--- config.mk ---
export PLATFORM = sky130hd
export DESIGN_NAME = aabb_pair_collision_table
export DESIGN_NICKNAME = d
export VERILOG_FILES = /design/src/rtl/apct_pkg.sv /design/src/rtl/apct_ctrl.sv /design/src/rtl/apct_dp.sv /design/src/rtl/aabb_pair_collision_table.sv
export SDC_FILE = /design/constraint.sdc
export NUM_CORES = 2
export LEC_CHECK = 0
export BUFFER_PORTS_ARGS = -buffer_cell sky130_fd_sc_hd__buf_2
export CORE_MARGIN = 8
export CORE_UTILIZATION = 50
export CTS_CLUSTER_SIZE = 40
export DETAILED_ROUTE_END_ITERATION = 10
export PLACE_DENSITY = 0.79
export SYNTH_ARGS = -nofsm -noshare
export SYNTH_HDL_FRONTEND = slang
export SYNTH_HIERARCHICAL = 1
export SYNTH_SLANG_ARGS = --single-unit
export TNS_END_PERCENT = 100
--- constraint.sdc ---
create_clock -name clk -period 6.9 [get_ports clk]
set_clock_uncertainty 0.1 [all_clocks]
set_input_delay 1.035 -clock clk [delete_from_list [all_inputs] [get_ports clk]]
set_output_delay 1.035 -clock clk [all_outputs]
set_load 0.05 [all_outputs]
--- src/rtl/apct_pkg.sv ---
// shared types and constants for the rectangle pair collision table
// used by apct_ctrl, apct_dp and aabb_pair_collision_table; no dependencies
package apct_pkg;

  localparam int SLOTS_DEF = 32;

  localparam int SLOT_W  = 5;
  localparam int POS_W   = 16;
  localparam int SIZE_W  = 15;
  localparam int KIND_W  = 4;
  localparam int MASK_W  = 32;
  localparam int FLOW_W  = 60;
  localparam int FHIGH_W = 40;
  localparam int CDATA_W = 64;
  localparam int CIDX_W  = 1;

  localparam logic [KIND_W-1:0] KIND_MAX = 4'd9;

  localparam logic [CIDX_W-1:0] CFG_FILTER_LOW  = 1'b0;
  localparam logic [CIDX_W-1:0] CFG_FILTER_HIGH = 1'b1;

  typedef enum logic [1:0] {
    MODE_ADD  = 2'd0,
    MODE_FREE = 2'd1,
    MODE_SCAN = 2'd2,
    MODE_NONE = 2'd3
  } mode_t;

  typedef enum logic [2:0] {
    ST_IDLE,
    ST_DECODE,
    ST_ADD_FIND,
    ST_SCAN_ROW,
    ST_SCAN_LOOP,
    ST_RESULT
  } state_t;

  typedef struct packed {
    logic signed [POS_W-1:0] left;
    logic signed [POS_W-1:0] top;
    logic [SIZE_W-1:0]       wide;
    logic [SIZE_W-1:0]       tall;
    logic [KIND_W-1:0]       kind;
    logic                    lis;
  } rect_t;

  // controller to datapath
  typedef struct packed {
    logic capture;
    logic cnt_zero;
    logic cnt_row;
    logic cnt_inc;
    logic add_write;
    logic add_full;
    logic do_free;
    logic rd_row;
    logic latch_row;
    logic scan_issue;
    logic load_out;
  } cmd_t;

  // datapath to controller
  typedef struct packed {
    mode_t mode;
    logic  row_ok;
    logic  cnt_end;
    logic  cnt_free;
    logic  pipe_busy;
  } sts_t;

endpackage

--- src/rtl/apct_ctrl.sv ---
// sequencing state machine for the collision table
// depends on apct_pkg (state_t, cmd_t, sts_t, mode_t)
module apct_ctrl (
  input  logic            clk,
  input  logic            rst_n,
  input  logic            in_valid,
  output logic            in_ready,
  output logic            out_valid,
  input  logic            out_ready,
  input  apct_pkg::sts_t  sts,
  output apct_pkg::cmd_t  cmd
);

  apct_pkg::state_t state_r, state_nxt;
  logic             out_valid_r;

  always_ff @(posedge clk) begin
    if (!rst_n) begin
      state_r     <= apct_pkg::ST_IDLE;
      out_valid_r <= 1'b0;
    end else begin
      state_r <= state_nxt;
      if (cmd.load_out) begin
        out_valid_r <= 1'b1;
      end else if (out_ready) begin
        out_valid_r <= 1'b0;
      end
    end
  end

  assign out_valid = out_valid_r;

  always_comb begin
    state_nxt = state_r;
    cmd       = '0;
    in_ready  = 1'b0;
    unique case (state_r)
      apct_pkg::ST_IDLE: begin
        in_ready = 1'b1;
        if (in_valid) begin
          cmd.capture = 1'b1;
          state_nxt   = apct_pkg::ST_DECODE;
        end
      end
      apct_pkg::ST_DECODE: begin
        unique case (sts.mode)
          apct_pkg::MODE_ADD: begin
            cmd.cnt_zero = 1'b1;
            state_nxt    = apct_pkg::ST_ADD_FIND;
          end
          apct_pkg::MODE_FREE: begin
            cmd.do_free = 1'b1;
            state_nxt   = apct_pkg::ST_RESULT;
          end
          apct_pkg::MODE_SCAN: begin
            if (sts.row_ok) begin
              cmd.rd_row  = 1'b1;
              cmd.cnt_row = 1'b1;
              state_nxt   = apct_pkg::ST_SCAN_ROW;
            end else begin
              state_nxt = apct_pkg::ST_RESULT;
            end
          end
          apct_pkg::MODE_NONE: begin
            state_nxt = apct_pkg::ST_RESULT;
          end
          default: begin
            state_nxt = apct_pkg::ST_RESULT;
          end
        endcase
      end
      apct_pkg::ST_ADD_FIND: begin
        // walk the used bits from slot zero up to the first hole
        if (sts.cnt_end) begin
          cmd.add_full = 1'b1;
          state_nxt    = apct_pkg::ST_RESULT;
        end else if (sts.cnt_free) begin
          cmd.add_write = 1'b1;
          state_nxt     = apct_pkg::ST_RESULT;
        end else begin
          cmd.cnt_inc = 1'b1;
        end
      end
      apct_pkg::ST_SCAN_ROW: begin
        cmd.latch_row = 1'b1;
        state_nxt     = apct_pkg::ST_SCAN_LOOP;
      end
      apct_pkg::ST_SCAN_LOOP: begin
        cmd.scan_issue = 1'b1;
        // wait for the last compare to leave the pipe
        if (sts.cnt_end && !sts.pipe_busy) begin
          state_nxt = apct_pkg::ST_RESULT;
        end
      end
      apct_pkg::ST_RESULT: begin
        if (!out_valid_r || out_ready) begin
          cmd.load_out = 1'b1;
          state_nxt    = apct_pkg::ST_IDLE;
        end
      end
      default: begin
        state_nxt = apct_pkg::ST_IDLE;
      end
    endcase
  end

endmodule

--- src/rtl/apct_dp.sv ---
// datapath: rectangle memory, used bits, filter registers, scan compare and result regs
// depends on apct_pkg; driven by apct_ctrl through cmd_t / sts_t
module apct_dp #(
  parameter int SLOTS = apct_pkg::SLOTS_DEF
) (
  input  logic                                   clk,
  input  logic                                   rst_n,
  input  logic [1:0]                             in_mode,
  input  logic [apct_pkg::SLOT_W-1:0]            in_slot,
  input  logic signed [apct_pkg::POS_W-1:0]      in_x_pos,
  input  logic signed [apct_pkg::POS_W-1:0]      in_y_pos,
  input  logic [apct_pkg::SIZE_W-1:0]            in_width,
  input  logic [apct_pkg::SIZE_W-1:0]            in_height,
  input  logic [apct_pkg::KIND_W-1:0]            in_kind,
  input  logic                                   in_listens,
  input  logic                                   cfg_valid,
  input  logic [apct_pkg::CIDX_W-1:0]            cfg_index,
  input  logic [apct_pkg::CDATA_W-1:0]           cfg_data,
  input  apct_pkg::cmd_t                         cmd,
  output apct_pkg::sts_t                         sts,
  output logic [apct_pkg::SLOT_W-1:0]            out_slot_given,
  output logic                                   out_table_full,
  output logic [apct_pkg::MASK_W-1:0]            out_forward_mask,
  output logic [apct_pkg::MASK_W-1:0]            out_reverse_mask
);

  localparam int IDX_W = $clog2(SLOTS);
  localparam int CNT_W = $clog2(SLOTS + 1);
  localparam int CMP_W = apct_pkg::SLOT_W + 2;
  localparam int EXT_W = apct_pkg::POS_W + 2;

  // captured item
  apct_pkg::mode_t             mode_r;
  logic [apct_pkg::SLOT_W-1:0] slot_r;
  apct_pkg::rect_t             item_r;

  // table state
  logic [SLOTS-1:0]            used_r;
  apct_pkg::rect_t             mem [SLOTS];
  apct_pkg::rect_t             rd_q;
  apct_pkg::rect_t             row_r;

  logic [apct_pkg::FLOW_W-1:0]  filt_low_r;
  logic [apct_pkg::FHIGH_W-1:0] filt_high_r;

  logic [CNT_W-1:0]            cnt_r;
  logic                        pipe_v_r;
  logic                        pipe_used_r;
  logic [IDX_W-1:0]            pipe_k_r;

  logic [apct_pkg::SLOT_W-1:0] given_r;
  logic                        full_r;
  logic [apct_pkg::MASK_W-1:0] fwd_r;
  logic [apct_pkg::MASK_W-1:0] rev_r;

  logic [apct_pkg::SLOT_W-1:0] out_given_r;
  logic                        out_full_r;
  logic [apct_pkg::MASK_W-1:0] out_fwd_r;
  logic [apct_pkg::MASK_W-1:0] out_rev_r;

  logic [IDX_W-1:0]            slot_idx;
  logic [IDX_W-1:0]            cnt_idx;
  logic [IDX_W-1:0]            rd_addr;
  logic                        slot_in_range;
  logic                        cnt_end;
  logic [99:0]                 filt_mat;
  logic                        hit;
  logic                        hit_fwd;
  logic                        hit_rev;

  function automatic logic rect_overlap(apct_pkg::rect_t a, apct_pkg::rect_t b);
    logic signed [EXT_W-1:0] ax, ay, bx, by;
    logic signed [EXT_W-1:0] ax_end, ay_end, bx_end, by_end;
    ax     = {{2{a.left[apct_pkg::POS_W-1]}}, a.left};
    ay     = {{2{a.top[apct_pkg::POS_W-1]}}, a.top};
    bx     = {{2{b.left[apct_pkg::POS_W-1]}}, b.left};
    by     = {{2{b.top[apct_pkg::POS_W-1]}}, b.top};
    ax_end = ax + $signed({3'b000, a.wide});
    ay_end = ay + $signed({3'b000, a.tall});
    bx_end = bx + $signed({3'b000, b.wide});
    by_end = by + $signed({3'b000, b.tall});
    // touching edges still count as a hit
    return !((ax_end < bx) || (bx_end < ax) || (ay_end < by) || (by_end < ay));
  endfunction

  // rows of the matrix sit ten bits apart across both registers
  function automatic logic filter_bit(logic [99:0] m, logic [apct_pkg::KIND_W-1:0] r,
                                      logic [apct_pkg::KIND_W-1:0] c);
    logic [6:0] idx;
    idx = 7'(r) * 7'd10 + 7'(c);
    if ((r > apct_pkg::KIND_MAX) || (c > apct_pkg::KIND_MAX)) begin
      return 1'b0;
    end
    return m[idx];
  endfunction

  assign slot_idx      = IDX_W'(slot_r);
  assign cnt_idx       = cnt_r[IDX_W-1:0];
  assign slot_in_range = ({2'b00, slot_r} < CMP_W'(SLOTS));
  assign cnt_end       = (cnt_r == CNT_W'(SLOTS));
  assign rd_addr       = cmd.rd_row ? slot_idx : cnt_idx;
  assign filt_mat      = {filt_high_r, filt_low_r};

  assign hit     = pipe_v_r && pipe_used_r && rect_overlap(row_r, rd_q);
  assign hit_fwd = hit && row_r.lis && filter_bit(filt_mat, row_r.kind, rd_q.kind);
  assign hit_rev = hit && rd_q.lis && filter_bit(filt_mat, rd_q.kind, row_r.kind);

  assign sts.mode      = mode_r;
  assign sts.row_ok    = slot_in_range && used_r[slot_idx];
  assign sts.cnt_end   = cnt_end;
  assign sts.cnt_free  = !used_r[cnt_idx];
  assign sts.pipe_busy = pipe_v_r;

  // filter registers
  always_ff @(posedge clk) begin
    if (!rst_n) begin
      filt_low_r  <= '0;
      filt_high_r <= '0;
    end else if (cfg_valid) begin
      unique case (cfg_index)
        apct_pkg::CFG_FILTER_LOW:  filt_low_r  <= cfg_data[apct_pkg::FLOW_W-1:0];
        apct_pkg::CFG_FILTER_HIGH: filt_high_r <= cfg_data[apct_pkg::FHIGH_W-1:0];
        default: begin
        end
      endcase
    end
  end

  // rectangle memory, one write and one registered read per cycle
  always_ff @(posedge clk) begin
    if (cmd.add_write) begin
      mem[cnt_idx] <= item_r;
    end
    rd_q <= mem[rd_addr];
  end

  // control side of the datapath
  always_ff @(posedge clk) begin
    if (!rst_n) begin
      mode_r   <= apct_pkg::MODE_NONE;
      used_r   <= '0;
      cnt_r    <= '0;
      pipe_v_r <= 1'b0;
    end else begin
      if (cmd.capture) begin
        mode_r <= apct_pkg::mode_t'(in_mode);
      end
      if (cmd.add_write) begin
        used_r[cnt_idx] <= 1'b1;
      end
      if (cmd.do_free && slot_in_range) begin
        used_r[slot_idx] <= 1'b0;
      end
      pipe_v_r <= cmd.scan_issue && !cnt_end;
      if (cmd.cnt_zero) begin
        cnt_r <= '0;
      end else if (cmd.cnt_row) begin
        cnt_r <= CNT_W'({1'b0, slot_r} + 6'd1);
      end else if (cmd.cnt_inc) begin
        cnt_r <= cnt_r + CNT_W'(1);
      end else if (cmd.scan_issue && !cnt_end) begin
        cnt_r <= cnt_r + CNT_W'(1);
      end
    end
  end

  // payload registers
  always_ff @(posedge clk) begin
    if (cmd.capture) begin
      slot_r      <= in_slot;
      item_r.left <= in_x_pos;
      item_r.top  <= in_y_pos;
      item_r.wide <= in_width;
      item_r.tall <= in_height;
      item_r.kind <= in_kind;
      item_r.lis  <= in_listens;
      given_r     <= '0;
      full_r      <= 1'b0;
      fwd_r       <= '0;
      rev_r       <= '0;
    end
    if (cmd.add_write) begin
      given_r <= apct_pkg::SLOT_W'(cnt_r);
    end
    if (cmd.add_full) begin
      full_r <= 1'b1;
    end
    if (cmd.latch_row) begin
      row_r <= rd_q;
    end
    if (cmd.scan_issue && !cnt_end) begin
      pipe_k_r    <= cnt_idx;
      pipe_used_r <= used_r[cnt_idx];
    end
    // slots above the mask width shift out and are dropped
    if (hit_fwd) begin
      fwd_r <= fwd_r | (apct_pkg::MASK_W'(1) << pipe_k_r);
    end
    if (hit_rev) begin
      rev_r <= rev_r | (apct_pkg::MASK_W'(1) << pipe_k_r);
    end
    if (cmd.load_out) begin
      out_given_r <= given_r;
      out_full_r  <= full_r;
      out_fwd_r   <= fwd_r;
      out_rev_r   <= rev_r;
    end
  end

  assign out_slot_given   = out_given_r;
  assign out_table_full   = out_full_r;
  assign out_forward_mask = out_fwd_r;
  assign out_reverse_mask = out_rev_r;

endmodule

--- src/rtl/aabb_pair_collision_table.sv ---
// top level of the rectangle pair collision table: controller plus datapath
// depends on apct_pkg, apct_ctrl and apct_dp
//
//   channel  handshake              payload
//   in       in_valid / in_ready    mode, slot, x_pos, y_pos, width, height, kind, listens
//   out      out_valid / out_ready  slot_given, table_full, forward_mask, reverse_mask
//   cfg      cfg_valid / cfg_ready  cfg_index, cfg_data (0 filter low, 1 filter high)
//
// one item at a time; in_ready is high only while the controller is idle
// add: used bits tested from slot zero to the first hole or the end, one bit per cycle
// scan of row i: slots above i are checked, one stored slot read and compared per cycle
// free and other modes: no slot walk; the result register lets the next item in while
// a result waits; reset is synchronous, active low, and clears used bits and filters
module aabb_pair_collision_table #(
  parameter int SLOTS = apct_pkg::SLOTS_DEF
) (
  input  logic                                clk,
  input  logic                                rst_n,
  input  logic                                in_valid,
  output logic                                in_ready,
  input  logic [1:0]                          in_mode,
  input  logic [apct_pkg::SLOT_W-1:0]         in_slot,
  input  logic signed [apct_pkg::POS_W-1:0]   in_x_pos,
  input  logic signed [apct_pkg::POS_W-1:0]   in_y_pos,
  input  logic [apct_pkg::SIZE_W-1:0]         in_width,
  input  logic [apct_pkg::SIZE_W-1:0]         in_height,
  input  logic [apct_pkg::KIND_W-1:0]         in_kind,
  input  logic                                in_listens,
  output logic                                out_valid,
  input  logic                                out_ready,
  output logic [apct_pkg::SLOT_W-1:0]         out_slot_given,
  output logic                                out_table_full,
  output logic [apct_pkg::MASK_W-1:0]         out_forward_mask,
  output logic [apct_pkg::MASK_W-1:0]         out_reverse_mask,
  input  logic                                cfg_valid,
  output logic                                cfg_ready,
  input  logic [apct_pkg::CIDX_W-1:0]         cfg_index,
  input  logic [apct_pkg::CDATA_W-1:0]        cfg_data
);

  apct_pkg::cmd_t cmd;
  apct_pkg::sts_t sts;

  // filter writes are always accepted and registered directly
  assign cfg_ready = 1'b1;

  apct_ctrl u_ctrl (
    .clk       (clk),
    .rst_n     (rst_n),
    .in_valid  (in_valid),
    .in_ready  (in_ready),
    .out_valid (out_valid),
    .out_ready (out_ready),
    .sts       (sts),
    .cmd       (cmd)
  );

  apct_dp #(
    .SLOTS (SLOTS)
  ) u_dp (
    .clk              (clk),
    .rst_n            (rst_n),
    .in_mode          (in_mode),
    .in_slot          (in_slot),
    .in_x_pos         (in_x_pos),
    .in_y_pos         (in_y_pos),
    .in_width         (in_width),
    .in_height        (in_height),
    .in_kind          (in_kind),
    .in_listens       (in_listens),
    .cfg_valid        (cfg_valid),
    .cfg_index        (cfg_index),
    .cfg_data         (cfg_data),
    .cmd              (cmd),
    .sts              (sts),
    .out_slot_given   (out_slot_given),
    .out_table_full   (out_table_full),
    .out_forward_mask (out_forward_mask),
    .out_reverse_mask (out_reverse_mask)
  );

endmodule
==> reports/results.txt <==
Post-DP Area = 0.110 mm2
Critical path type = reg -> reg
R2r endpoint = u_dp/mem[27][23]
DR pass1 iterations = 5
Power share of the clock group = 39.3%
Critical Path RT = 7.39 ns
Leak = 40.2 nW
CTS resizes = 0
Yosys Warn Count = 6
Post-synthesis mux area share = 13.4%
Adder-Cell Fraction of Synth Area = 1.78%
Dpl hpwl = 138 mm
Most frequent cell after synthesis = edfxtp_1
Least-Margin Pin Slew = 1.26 ns
Die X = 475 um
DR DRC count = 0
Post-synth ARST share = 0%
Crit path largest cell delay = 1.10 ns
Post-synth cell types = 75
Worst min path class = in -> reg
Post-Syn Area = 0.105 mm2
Combinational fraction of design power = 9.1%
Gr usage total = 23.6%
Root Buffer = clkbuf_16
Dominant cells by area after synthesis = edfxtp_1, mux4_2, dfxtp_1
Psw = 8.49 mW
Final net count = 6468
Clk sinks = 2641
Register Area = 0.0772 mm2
TritonCTS clock tree = built
Top-area cell type share of the netlist area = 69.4%
Filler cell count = 15000
Worst R2R Path Depth = 10
Worst hold path cell count = 1
Internal = 28.1 mW
Most frequent cells after synthesis = edfxtp_1, nand2_1, mux4_2
Slew Limit Headroom = 16.1%
Worst Hold Path EP = u_dp/item_r[24]
Setup TNS = 0 ns
Critical Path AT = 6.32 ns
Pre-CTS setup slack = 1.16 ns
Max-Cap Viols = 0
Final WL = 272 mm
Tcrit/Tclk final = 84.6%
Pwr per Cell Area = 307 mW/mm2
Setup ws final = 1.06 ns
CP Capture Type = flip-flop
Maximum VDD drop = 265 uV
Slew Limit Fails = 0
Max clock buf depth = 4
Largest net degree at the start of global routing = 96
Die H = 475 um
Initial core utilization = 50.2%
Site Rows = 168
Synth area leader = edfxtp_1
Layout cell share with drive strength beyond 1 = 22.5%
Post-synthesis sequential area ratio = 73.4%
CP max FO = 20
Remaining global-route overflow = 0
Fmax = 0.171 GHz
Reg2Reg Setup Slack = 1.06 ns
Antenna Nets Post-Route = 0
Final Setup Violations = 0
Post-Syn Nets = 6143
Wire length of the first global-routing pass = 393 mm
Design Area, Final = 0.119 mm2
Reg2Reg Launch Point = u_dp/cnt_r[0]
Ys flop type = edfxtp_1
Startpoint types = flip-flop
Clk pin slew, worst setup/hold paths = 0.06 ns
Simple-gate share of the synthesized area = 6.39%
Core Area = 0.209 mm2
Htree depth = 5
Overall power = 36.6 mW
Post-Syn Instances = 5854
Status = completed
Iteration-0 DRC Markers = 7686
Clock buffer count from CTS = 281
Post-CTS setup buffer count = 0
Reg power frac = 51.7%
Register bit total from synthesis = 2641
Worst-Skew Late Latency = 0.91 ns
Slowest CP cell = nor2_4
CTS Hold Bufs = 0
Compound-Gate Fraction of Synth Area = 2.90%
Post-Synth XOR/XNOR Area = 0.464%
Area Growth Syn to Fin = 13.4%
Routed WL per cell = 29.6 um
Switch share = 23.2%
WHS = 0.181 ns
Number of global-route vias before repair = 59000
DR vias = 58300
RSZ-0062 raised after global routing = no
I/O Buffers = 211
Syn Area/Cell = 18.0 um2
Routed vias/inst = 6.33
RD Place Congestion = 0.834
Final Hold Fails = 0
Initial antenna violation count = 20
Hold path start = in_width[4]
Io pins = 217
EDFF count, synth = 2428
Die Area = 0.225 mm2
Largest family of logic cells by synthesized area = multiplexers
Sequence of cells on the critical path = mux4_2, inv_1, o22ai_1, nor4_1, buf_4, nor3b_1, and2_1, nand2_1, nor2_4, buf_12
Multi-input gate area = 0.0266 mm2
Final min period = 5.84 ns
[worst max-delay path by stage]
stage                               from                to  slack, ns  cells past startpoint
final                      u_dp/cnt_r[0]  u_dp/mem[27][23]       1.06                     10
after global routing      u_dp/row_r[51]    u_dp/rev_r[21]       0.66                     20
after CTS                 u_dp/row_r[20]     u_dp/rev_r[0]       1.11                     20
after detailed placement  u_dp/row_r[51]    u_dp/rev_r[27]       1.16                     20
after global placement    u_dp/row_r[51]    u_dp/rev_r[27]       1.27                     20
after floorplan            u_dp/cnt_r[0]   u_dp/used_r[28]       0.26                     10
[registers in the layout (all words and copies together) (netlist names), 5 cells and up]
| name | cells |
|---|---|
| u_dp/mem | 2144 |
| u_dp/pipe_k_r | 5 |
| u_dp/item_r | 67 |
| u_dp/row_r | 67 |
| u_dp/out_reverse_mask | 32 |
| u_dp/filt_high_r | 40 |
| u_dp/rd_q | 67 |
| u_dp/cnt_r | 6 |
| u_dp/given_r | 5 |
| u_dp/fwd_r | 32 |
| u_dp/out_slot_given | 5 |
| u_dp/used_r | 32 |
| u_dp/rev_r | 32 |
| u_dp/filt_low_r | 60 |
| u_dp/out_forward_mask | 32 |
| u_dp/slot_idx | 5 |
[power groups by stage]
stage          combinational (mW)  clock, mW  sequential (mW)
2_1_floorplan                2.44          0             19.0
3_3_place_gp                 3.22          0             19.1
3_5_place_dp                 3.28          0             19.2
4_1_cts                      3.34       14.5             18.9
5_1_grt                      3.58       15.1             18.9
6_report                     3.32       14.3             18.9
[critical path, delay by kind of cell, from the launching register on]
kind | cells | cell delay, ns
AOI/OAI and AO/OA | 1 | 0.07
muxes | 1 | 0.62
and+or+nand+nor | 5 | 3.05
buffers and inverters | 3 | 0.63
DFF | 1 | 0.97
[cell type report]
type | count | share of cell area (%)
Clock inverter | 119 | 0.802
Clock buffer | 369 | 6.46
Inverter | 104 | 0.328
Antenna cell | 11 | 0.0231
Tap cell | 2805 | 2.94
Multi-Input combinational cell | 2802 | 22.3
Timing Repair Buffer | 349 | 2.36
Sequential cell | 2641 | 64.8
[layer usage]
metal / vias up / GRT usage [%] / wire (um)
met5: - / 0 / 26
met4: 4 / 10.1 / 12500
met3: 786 / 5.02 / 31100
met2: 4003 / 39.0 / 132000
met1: 29800 / 30.5 / 96100
li1: 23700 / - / -
[cells by family (layout without fill, tap and decap cells)]
family,Yosys count,after routing
XOR/XNOR,54,54
adder cells (fa/ha/maj),145,145
AO/OA/AOI/OAI,419,419
buffers and inverters,411,941
flip-flops,2641,2641
other,1,12
multiplexers,642,642
AND/OR/NAND/NOR,1541,1541
[through the flow]
step                      util, %  cells
after floorplan                 -   5854
after global placement       52.8   8700
after detailed placement     52.8   8700
after CTS                    56.9   9188
after global routing         56.9   9193
final                        56.9   9200
[layout by cell type, fill, tap and decap left out, types with 14 or more instances in the layout]
| cell | count |
|---|---|
| mux2i_1 | 24 |
| nor2_1 | 85 |
| nand2_1 | 849 |
| nand3_1 | 421 |
| clkbuf_1 | 65 |
| xor2_1 | 15 |
| clkinv_1 | 40 |
| mux4_1 | 14 |
| o221a_2 | 32 |
| ha_1 | 137 |
| edfxtp_1 | 2428 |
| dfxtp_1 | 212 |
| buf_12 | 56 |
| a21oi_1 | 51 |
| xnor2_1 | 37 |
| nor2_4 | 32 |
| o21ai_0 | 53 |
| buf_2 | 210 |
| o21a_1 | 76 |
| clkbuf_16 | 291 |
| buf_4 | 82 |
| inv_1 | 104 |
| a21boi_0 | 108 |
| nand2b_1 | 22 |
| nor3_1 | 31 |
| nand3b_1 | 15 |
| clkinv_2 | 41 |
| mux4_2 | 593 |
Power figures use the tool's default switching activity.
